<file path="config.mk">
export PLATFORM = sky130hd
export DESIGN_NAME = reminder_day_table
export DESIGN_NICKNAME = d
export VERILOG_FILES = /design/src/rtl/rdt_pkg.sv /design/src/rtl/rdt_ctrl.sv /design/src/rtl/rdt_dp.sv /design/src/rtl/reminder_day_table.sv
export SDC_FILE = /design/constraint.sdc
export NUM_CORES = 1
export LEC_CHECK = 0
export ABC_AREA = 1
export BUFFER_PORTS_ARGS = -buffer_cell sky130_fd_sc_hd__buf_2
export CELL_PAD_IN_SITES_DETAIL_PLACEMENT = 2
export CELL_PAD_IN_SITES_GLOBAL_PLACEMENT = 2
export CORE_MARGIN = 4
export CORE_UTILIZATION = 44
export CTS_CLUSTER_SIZE = 16
export DETAILED_ROUTE_END_ITERATION = 6
export GPL_TIMING_DRIVEN = 0
export PLACE_DENSITY = 0.75
export SKIP_LAST_GASP = 1
export SLEW_MARGIN = 20
export SYNTH_ARGS = -nofsm -noshare
export SYNTH_HDL_FRONTEND = slang
export SYNTH_SLANG_ARGS = --single-unit
</file>
<file path="constraint.sdc">
create_clock -name clk_i -period 4.9 [get_ports clk_i]
set_input_delay 0.49 -clock clk_i [delete_from_list [all_inputs] [get_ports clk_i]]
set_output_delay 0.49 -clock clk_i [all_outputs]
set_load 0.1 [all_outputs]
</file>
<file path="src/rtl/rdt_pkg.sv">
// rdt_pkg: shared types, constants and helpers of the reminder day table
// depends on nothing; used by every module of the block

package rdt_pkg;

  localparam int TABLE_DEPTH_DEF = 16;
  localparam int MSG_ID_BITS_DEF = 16;
  localparam int MAX_RESULTS     = 16;
  localparam int HIT_W           = $clog2(MAX_RESULTS + 1);

  localparam int MONTHS_PER_YEAR = 12;
  localparam logic [4:0] DAYS_FEB   = 5'd28;
  localparam logic [4:0] DAYS_SHORT = 5'd30;
  localparam logic [4:0] DAYS_LONG  = 5'd31;

  localparam int CFG_IDX_W  = 1;
  localparam int CFG_DATA_W = 5;

  typedef enum logic [1:0] {
    OP_ADD  = 2'd0,
    OP_ADV  = 2'd1,
    OP_LIST = 2'd2
  } rdt_op_e;

  typedef enum logic [1:0] {
    ST_DONE   = 2'd0,
    ST_FULL   = 2'd1,
    ST_LISTED = 2'd2,
    ST_NOHIT  = 2'd3
  } rdt_status_e;

  typedef enum logic [CFG_IDX_W-1:0] {
    CFG_START_MONTH = 1'b0,
    CFG_START_DAY   = 1'b1
  } rdt_cfg_e;

  typedef enum logic [1:0] {
    S_IDLE,
    S_READ,
    S_CHECK,
    S_FINISH
  } rdt_state_e;

  typedef enum logic [2:0] {
    OSEL_OFF,
    OSEL_DONE,
    OSEL_FULL,
    OSEL_NOHIT,
    OSEL_HIT,
    OSEL_HIT_LAST
  } rdt_osel_e;

  typedef struct packed {
    logic [1:0]  op;
    logic [3:0]  rem_month;
    logic [4:0]  rem_day;
    logic [4:0]  rem_hour;
    logic [5:0]  rem_minute;
    logic [15:0] rem_msg_id;
  } rdt_in_t;

  typedef struct packed {
    logic [1:0]  status;
    logic [3:0]  cur_month;
    logic [4:0]  cur_day;
    logic [3:0]  out_month;
    logic [4:0]  out_day;
    logic [4:0]  out_hour;
    logic [5:0]  out_minute;
    logic [15:0] out_msg_id;
    logic        last;
  } rdt_out_t;

  typedef struct packed {
    logic      add_en;
    logic      adv_en;
    logic      scan_start;
    logic      rd_en;
    logic      take_hit;
    logic      idx_inc;
    rdt_osel_e osel;
  } rdt_cmd_t;

  typedef struct packed {
    logic out_free;
    logic full;
    logic cnt_zero;
    logic hit;
    logic hits_cap;
    logic scan_last;
    logic pend_vld;
  } rdt_sts_t;

  // month length, non-leap; months out of range count as long
  function automatic logic [4:0] days_of(input logic [3:0] month);
    logic [4:0] len;
    case (month) inside
      4'd2:                     len = DAYS_FEB;
      4'd4, 4'd6, 4'd9, 4'd11:  len = DAYS_SHORT;
      default:                  len = DAYS_LONG;
    endcase
    return len;
  endfunction

endpackage

</file>
<file path="src/rtl/rdt_ctrl.sv">
// rdt_ctrl: state machine sequencing add, advance and the listing scan
// depends on rdt_pkg; drives the datapath rdt_dp through command/status structs

module rdt_ctrl import rdt_pkg::*; (
  input  logic       clk_i,
  input  logic       rst_ni,
  input  logic       in_valid_i,
  input  logic [1:0] in_op_i,
  input  rdt_sts_t   sts_i,
  output logic       in_stall_o,
  output rdt_cmd_t   cmd_o
);

  rdt_state_e state_q, state_d;

  always_ff @(posedge clk_i or negedge rst_ni) begin
    if (!rst_ni) begin
      state_q <= S_IDLE;
    end else begin
      state_q <= state_d;
    end
  end

  always_comb begin
    state_d    = state_q;
    in_stall_o = 1'b1;
    cmd_o      = '{default: '0, osel: OSEL_OFF};
    case (state_q)
      S_IDLE: begin
        in_stall_o = !sts_i.out_free;
        if (in_valid_i && sts_i.out_free) begin
          case (in_op_i)
            OP_ADD: begin
              cmd_o.add_en = 1'b1;
              cmd_o.osel   = sts_i.full ? OSEL_FULL : OSEL_DONE;
            end
            OP_ADV: begin
              cmd_o.adv_en = 1'b1;
              cmd_o.osel   = OSEL_DONE;
            end
            OP_LIST: begin
              if (sts_i.cnt_zero) begin
                cmd_o.osel = OSEL_NOHIT;
              end else begin
                cmd_o.scan_start = 1'b1;
                state_d          = S_READ;
              end
            end
            default: begin
              cmd_o.osel = OSEL_DONE;
            end
          endcase
        end
      end
      S_READ: begin
        cmd_o.rd_en = 1'b1;
        state_d     = S_CHECK;
      end
      S_CHECK: begin
        if (sts_i.hit) begin
          if (!sts_i.pend_vld || sts_i.out_free) begin
            if (sts_i.pend_vld) begin
              cmd_o.osel = OSEL_HIT;
            end
            cmd_o.take_hit = 1'b1;
            if (sts_i.hits_cap || sts_i.scan_last) begin
              state_d = S_FINISH;
            end else begin
              cmd_o.idx_inc = 1'b1;
              state_d       = S_READ;
            end
          end
        end else if (sts_i.scan_last) begin
          state_d = S_FINISH;
        end else begin
          cmd_o.idx_inc = 1'b1;
          state_d       = S_READ;
        end
      end
      S_FINISH: begin
        if (sts_i.out_free) begin
          cmd_o.osel = sts_i.pend_vld ? OSEL_HIT_LAST : OSEL_NOHIT;
          state_d    = S_IDLE;
        end
      end
      default: begin
        state_d = S_IDLE;
      end
    endcase
  end

endmodule

</file>
<file path="src/rtl/rdt_dp.sv">
// rdt_dp: date registers, reminder memory, scan counters and output register
// depends on rdt_pkg; commanded by rdt_ctrl

module rdt_dp import rdt_pkg::*; #(
  parameter int TABLE_DEPTH = TABLE_DEPTH_DEF,
  parameter int MSG_ID_BITS = MSG_ID_BITS_DEF
) (
  input  logic                  clk_i,
  input  logic                  rst_ni,
  input  rdt_in_t               in_data_i,
  input  rdt_cmd_t              cmd_i,
  output rdt_sts_t              sts_o,
  input  logic                  cfg_we_i,
  input  logic [CFG_IDX_W-1:0]  cfg_idx_i,
  input  logic [CFG_DATA_W-1:0] cfg_wdata_i,
  input  logic                  out_stall_i,
  output logic                  out_valid_o,
  output rdt_out_t              out_data_o
);

  localparam int MsgW  = (MSG_ID_BITS < 16) ? MSG_ID_BITS : 16;
  localparam int CntW  = $clog2(TABLE_DEPTH + 1);
  localparam int IdxW  = (TABLE_DEPTH > 1) ? $clog2(TABLE_DEPTH) : 1;
  localparam int MinLo = MsgW;
  localparam int HrLo  = MsgW + 6;
  localparam int DayLo = MsgW + 11;
  localparam int MonLo = MsgW + 16;
  localparam int EntW  = MsgW + 20;

  logic [3:0]      today_month_q, today_month_d;
  logic [4:0]      today_day_q, today_day_d;
  logic [CntW-1:0] count_q;
  logic [IdxW-1:0] idx_q;
  logic [HIT_W-1:0] hits_q;
  logic            pend_vld_q;
  logic [EntW-1:0] pend_q;
  logic [EntW-1:0] rd_q;
  logic [EntW-1:0] mem [TABLE_DEPTH];
  logic            out_vld_q;
  rdt_out_t        out_q, out_d;

  logic            full;
  logic            mem_we;
  logic [EntW-1:0] wr_ent;
  logic [5:0]      day_inc;
  logic [4:0]      mon_inc;
  logic            out_free;
  logic            out_load;
  logic [EntW-1:0] hit_ent;
  logic            show_hit;

  assign full     = count_q == CntW'(TABLE_DEPTH);
  assign mem_we   = cmd_i.add_en && !full;
  assign wr_ent   = {in_data_i.rem_month, in_data_i.rem_day, in_data_i.rem_hour,
                     in_data_i.rem_minute, in_data_i.rem_msg_id[MsgW-1:0]};
  assign out_free = !out_vld_q || !out_stall_i;
  assign out_load = cmd_i.osel != OSEL_OFF;

  // date update
  always_comb begin
    today_month_d = today_month_q;
    today_day_d   = today_day_q;
    day_inc       = {1'b0, today_day_q} + 6'd1;
    mon_inc       = {1'b0, today_month_q} + 5'd1;
    if (cfg_we_i) begin
      case (cfg_idx_i)
        CFG_START_MONTH: today_month_d = cfg_wdata_i[3:0];
        CFG_START_DAY:   today_day_d   = cfg_wdata_i[4:0];
        default:         ;
      endcase
    end else if (cmd_i.adv_en) begin
      if (day_inc > {1'b0, days_of(today_month_q)}) begin
        today_day_d   = 5'd1;
        today_month_d = (mon_inc > 5'(MONTHS_PER_YEAR)) ? 4'd1 : mon_inc[3:0];
      end else begin
        today_day_d = day_inc[4:0];
      end
    end
  end

  always_ff @(posedge clk_i or negedge rst_ni) begin
    if (!rst_ni) begin
      today_month_q <= 4'd1;
      today_day_q   <= 5'd1;
      count_q       <= '0;
      idx_q         <= '0;
      hits_q        <= '0;
      pend_vld_q    <= 1'b0;
      out_vld_q     <= 1'b0;
    end else begin
      today_month_q <= today_month_d;
      today_day_q   <= today_day_d;
      if (mem_we) begin
        count_q <= count_q + 1'b1;
      end
      if (cmd_i.scan_start) begin
        idx_q      <= '0;
        hits_q     <= '0;
        pend_vld_q <= 1'b0;
      end else begin
        if (cmd_i.idx_inc) begin
          idx_q <= idx_q + 1'b1;
        end
        if (cmd_i.take_hit) begin
          hits_q     <= hits_q + 1'b1;
          pend_vld_q <= 1'b1;
        end
      end
      if (out_load) begin
        out_vld_q <= 1'b1;
      end else if (!out_stall_i) begin
        out_vld_q <= 1'b0;
      end
    end
  end

  // reminder memory, one write and one registered read port
  always_ff @(posedge clk_i) begin
    if (mem_we) begin
      mem[count_q[IdxW-1:0]] <= wr_ent;
    end
    if (cmd_i.rd_en) begin
      rd_q <= mem[idx_q];
    end
  end

  always_ff @(posedge clk_i) begin
    if (cmd_i.take_hit) begin
      pend_q <= rd_q;
    end
    if (out_load) begin
      out_q <= out_d;
    end
  end

  assign hit_ent  = pend_q;
  assign show_hit = (cmd_i.osel == OSEL_HIT) || (cmd_i.osel == OSEL_HIT_LAST);

  always_comb begin
    out_d           = '0;
    out_d.cur_month = today_month_d;
    out_d.cur_day   = today_day_d;
    out_d.last      = cmd_i.osel != OSEL_HIT;
    case (cmd_i.osel)
      OSEL_FULL:                out_d.status = ST_FULL;
      OSEL_NOHIT:               out_d.status = ST_NOHIT;
      OSEL_HIT, OSEL_HIT_LAST:  out_d.status = ST_LISTED;
      default:                  out_d.status = ST_DONE;
    endcase
    if (show_hit) begin
      out_d.out_month  = hit_ent[MonLo+3:MonLo];
      out_d.out_day    = hit_ent[DayLo+4:DayLo];
      out_d.out_hour   = hit_ent[HrLo+4:HrLo];
      out_d.out_minute = hit_ent[MinLo+5:MinLo];
      out_d.out_msg_id = 16'(hit_ent[MsgW-1:0]);
    end
  end

  assign sts_o.out_free  = out_free;
  assign sts_o.full      = full;
  assign sts_o.cnt_zero  = count_q == '0;
  assign sts_o.hit       = (rd_q[MonLo+3:MonLo] == today_month_q) &&
                           (rd_q[DayLo+4:DayLo] == today_day_q);
  assign sts_o.hits_cap  = (hits_q + 1'b1) == HIT_W'(MAX_RESULTS);
  assign sts_o.scan_last = (CntW'(idx_q) + 1'b1) == count_q;
  assign sts_o.pend_vld  = pend_vld_q;

  assign out_valid_o = out_vld_q;
  assign out_data_o  = out_q;

endmodule

</file>
<file path="src/rtl/reminder_day_table.sv">
// reminder_day_table: top level of the calendar reminder block
// depends on rdt_pkg, rdt_ctrl and rdt_dp
//
//   channel  | direction | handshake                 | payload
//   input    | in        | in_valid_i / in_stall_o   | in_data_i   (rdt_in_t)
//   output   | out       | out_valid_o / out_stall_i | out_data_o  (rdt_out_t)
//   config   | in        | cfg_we_i                  | cfg_idx_i, cfg_wdata_i
//
// add, advance and unused ops finish in S_IDLE; the result loads the output register
// list reads then compares each stored reminder in S_READ and S_CHECK on one memory port
// a new item is taken only when the output register is empty or being drained
// output stalls hold the scan; reset clears date to 1/1 and the count, no clearing pass

module reminder_day_table import rdt_pkg::*; #(
  parameter int TABLE_DEPTH = TABLE_DEPTH_DEF,
  parameter int MSG_ID_BITS = MSG_ID_BITS_DEF
) (
  input  logic                  clk_i,
  input  logic                  rst_ni,
  input  logic                  in_valid_i,
  output logic                  in_stall_o,
  input  rdt_in_t               in_data_i,
  output logic                  out_valid_o,
  input  logic                  out_stall_i,
  output rdt_out_t              out_data_o,
  input  logic                  cfg_we_i,
  input  logic [CFG_IDX_W-1:0]  cfg_idx_i,
  input  logic [CFG_DATA_W-1:0] cfg_wdata_i
);

  rdt_cmd_t cmd;
  rdt_sts_t sts;

  rdt_ctrl u_ctrl (
    .clk_i      (clk_i),
    .rst_ni     (rst_ni),
    .in_valid_i (in_valid_i),
    .in_op_i    (in_data_i.op),
    .sts_i      (sts),
    .in_stall_o (in_stall_o),
    .cmd_o      (cmd)
  );

  rdt_dp #(
    .TABLE_DEPTH (TABLE_DEPTH),
    .MSG_ID_BITS (MSG_ID_BITS)
  ) u_dp (
    .clk_i       (clk_i),
    .rst_ni      (rst_ni),
    .in_data_i   (in_data_i),
    .cmd_i       (cmd),
    .sts_o       (sts),
    .cfg_we_i    (cfg_we_i),
    .cfg_idx_i   (cfg_idx_i),
    .cfg_wdata_i (cfg_wdata_i),
    .out_stall_i (out_stall_i),
    .out_valid_o (out_valid_o),
    .out_data_o  (out_data_o)
  );

endmodule
</file>
==> results.json <==
{
  "outcome": "completed",
  "cap_viol_max_count": 0,
  "hold_end": "u_dp.today_month_q[0]",
  "start_kind": "flop",
  "path_cells": "inv_1 > ha_1 > nand3_1 > nor3b_4 > nand2_4 > nor3_2 > buf_4 > buf_4",
  "p_clk_share_pct": 30.2,
  "fillers": 5857,
  "io_buffer_count": 98,
  "cts_tree": "done",
  "start_util_pct": 44.60,
  "die_h_um": 261.1,
  "synth_edf_count": 696,
  "switching_share_pct": 40.18,
  "cts_resized": 0,
  "cts-root-buf": "clkbuf_16",
  "dp_hpwl_mm": 71.02,
  "timing.final.crit_share_pct": 67.67,
  "cts.sinks": 723,
  "critical-path-slowest-cell": "nor3_2",
  "slew_viol_final": 0,
  "dp_slack_ns": 1.564,
  "netlist.area_leader.share_pct": 74.15,
  "drt_iter0_markers": 2275,
  "grt_pass1_wl_mm": 163.2,
  "layout-area-overhead-vs-synth_pct": 18.10,
  "cts.clk_slew.worst_paths_ns": 0.06,
  "crit_top_cell": "buf_4",
  "drive_above_1_share_pct": 14.30,
  "power_density_mw_per_mm2": 611.4,
  "p_int_mw": 12.17,
  "fin_cells": 3190,
  "rsz0062_at_grt": "false",
  "ys_ff_latch": 723,
  "placed_cells": 3048,
  "fin_util_pct": 52.67,
  "ys_top_cells_by_area": "edfxtp_1 (74%), nand2_1 (4.1%), o21ai_0 (3.6%)",
  "pin_count": 99,
  "gr-usage-all-layers_pct": 33.73,
  "slew_headroom_pct": 24.60,
  "comb_power_share_pct": 32.4,
  "async_reset_ff_share_pct": 3.734,
  "cts_buffers": 77,
  "synth_warnings": 0,
  "critPathTopFamily": "simple AND/OR/NAND/NOR gates",
  "cp_data_required_time_ns": 5.21,
  "yosysUniqueCellTypes": 40,
  "drc_errors": 0,
  "hold_viol": 0,
  "p_switching_mw": 8.176,
  "fmax_mhz": 301.6,
  "clock_skew_ns": 0.03459,
  "syn_area_mm2": 0.02819,
  "syn-instance-count": 2066,
  "cp.arrival_ns": 3.63,
  "seq_area_frac_synth_pct": 76.55,
  "clk_path_buf_depth": 3,
  "synth_top_area_cell": "edfxtp_1",
  "path_depth": 8,
  "die_width_um": 261.1,
  "critical_path_class": "reg -> reg",
  "critPathMaxStageDelay_ns": 0.71,
  "synth_nets": 2129,
  "grt_antenna_before_repair": 5,
  "clock_latency_ns": 0.64,
  "grt-ovfl-total": 0,
  "dr.pass1.iters": 5,
  "core_mm2": 0.06320,
  "r2r-end": "u_dp.mem[7][15]",
  "cp_num_buf_inv": 3,
  "fin_crit_ns": 3.316,
  "avgSynthCellArea_um2": 13.64,
  "ant_nets": 0,
  "ir_drop_uv": 356.2,
  "placement_rows": 92,
  "setup_viol": 0,
  "nets": 2345,
  "setup_ws_ns": 1.584,
  "placed_cell_area_mm2": 0.03073,
  "wl_per_cell_um": 36.09,
  "grt_max_degree": 39,
  "worst_slew_pin_slew_ns": 1.131,
  "hp-class": "in -> reg",
  "r2r-start": "u_dp.count_q[1]",
  "whs_path_depth": 3,
  "num_vias": 20090,
  "fp.dieArea_mm2": 0.06818,
  "worstRegToRegCells": 8,
  "post-cts-setup-buffers": 0,
  "place.gp.congestion": 0.8032,
  "reg2reg_setup_slack_ns": 1.58,
  "crit_path_end_kind": "flop",
  "htreeDepth": 3,
  "pwr-share-seq_pct": 37.4,
  "p_leak_nw": 11.57,
  "holdCritStartpoint": "cfg_wdata_i[0]",
  "vias_per_cell": 6.298,
  "crit_path_max_fanout": 9,
  "ys.flop_type": "edfxtp_1",
  "final_cell_area_mm2": 0.03329,
  "grt_pass1_vias": 22390,
  "routed_wl_mm": 115.1
}
[worst max-delay path by stage]
stage | slack (ns) | startpoint | end
2_1_floorplan | 0.23 | u_dp.out_valid_o | u_dp.mem[7][0]
3_3_place_gp | -2.83 | out_stall_i | u_dp.mem[7][11]
3_5_place_dp | 1.56 | u_dp.idx_q[3] | u_dp.rd_q[31]
4_1_cts | 1.55 | u_dp.idx_q[3] | u_dp.rd_q[31]
5_1_grt | 1.46 | u_dp.count_q[0] | u_dp.mem[7][15]
6_report | 1.58 | u_dp.count_q[1] | u_dp.mem[7][15]
[area by class of cell]
cell class                      instances  area, um2  area share, %
Sequential cell                       723      21580          64.82
Multi-Input combinational cell       1143       5892          17.70
Clock buffer                           99       2116          6.356
Timing Repair Buffer                  137       1368          4.108
Tap cell                              846       1059          3.180
Buffer                                116      525.5          1.579
Clock inverter                         40      427.9          1.285
Inverter                               84      317.8         0.9547
Antenna cell                            2      5.005        0.01503
[cell usage in the layout, fill, tap and decap left out, types with 4 or more instances in the layout]
cell type / n
edfxtp_1: 696
nand2_1: 306
o21ai_0: 201
nor2_1: 196
buf_2: 144
nand3_1: 103
a21oi_1: 99
clkbuf_16: 82
inv_1: 79
clkbuf_1: 75
o22ai_1: 46
a221oi_1: 42
nand4_1: 32
nor2_4: 26
dfrtp_1: 25
o221ai_1: 24
buf_16: 22
clkinv_1: 21
ha_1: 14
buf_12: 12
o21ai_1: 10
xnor2_1: 9
xor2_1: 9
bufinv_16: 9
buf_1: 7
clkinv_2: 7
buf_4: 6
o221a_2: 5
inv_2: 4
[worst reg2reg max path: stages, from the launching register on]
cell,delay [ns]
dfrtp_1,0.49
inv_1,0.15
ha_1,0.25
nand3_1,0.15
nor3b_4,0.46
nand2_4,0.19
nor3_2,0.71
buf_4,0.36
buf_4,0.24
[cell families after synthesis]
group           after synthesis  synth area share, %
compound gates              435                8.993
xor+xnor                     18               0.5593
fa+ha+maj                    14               0.6215
buf+inv                     200                2.978
flops                       723                76.55
simple gates                676                10.29
[cell usage after synthesis (2+ instances only)]
cell / number
buf_2: 46
nand2_2: 3
nand3_1: 103
buf_1: 7
o21ai_0: 201
nand2_1: 306
clkbuf_1: 59
xnor2_1: 9
o211ai_1: 2
a22oi_1: 2
inv_1: 80
xor2_1: 9
nor3_1: 3
inv_2: 4
a221oi_1: 42
o221ai_1: 24
a211oi_1: 2
buf_4: 2
dfstp_2: 2
nand4_1: 32
nor2_4: 11
o221a_2: 5
nor2_1: 211
a21oi_1: 99
ha_1: 14
o21ai_1: 10
dfrtp_1: 25
edfxtp_1: 696
o22ai_1: 46
[stage by stage]
step	setup TNS [ns]	power (mW)	hold slack [ns]
after floorplan	0	11.28	0.1944
after global routing	0	20.95	0.1883
after CTS	0	20.29	0.1398
after global placement	-435.32	13.39	0.4014
after detailed placement	0	13.95	0.4082
final	0	20.35	0.1672
[state kept, by name, summed over array words and instances, names as in the netlist]
signal	flops
u_dp.out_valid_o	1
u_dp.today_day_q	5
u_dp.count_q	5
u_dp.hit_ent	36
u_dp.out_data_o	48
u_ctrl.state_q	2
u_dp.today_month_q	4
u_dp.rd_q	36
u_dp.hits_q	5
u_dp.pend_vld_q	1
u_dp.idx_q	4
u_dp.mem	576
[per-layer routing]
metal | vias to the layer above | GRT usage [%] | part of all wire (%)
met4 | 4 | 18.30 | 5.9
met5 | - | 0 | 0.023
met1 | 10510 | 40.10 | 36
met3 | 378 | 7.514 | 7.9
li1 | 8063 | - | -
met2 | 1136 | 57.38 | 50
[power by group through the flow]
stage | registers (mW) | clock network [mW] | logic [mW]
2_1_floorplan | 8.68 | 0 | 2.60
3_3_place_gp | 7.70 | 0 | 5.69
3_5_place_dp | 7.71 | 0 | 6.24
4_1_cts | 7.61 | 6.19 | 6.49
5_1_grt | 7.64 | 6.45 | 6.86
6_report | 7.61 | 6.14 | 6.60
[repair_timing]
item / 4_1_cts / 5_1_grt
hold buffers: 1 / 0
endpoints found under the hold margin: 25 / 0
endpoints found under the setup margin: 0 / 0
Power figures use the tool's default switching activity.
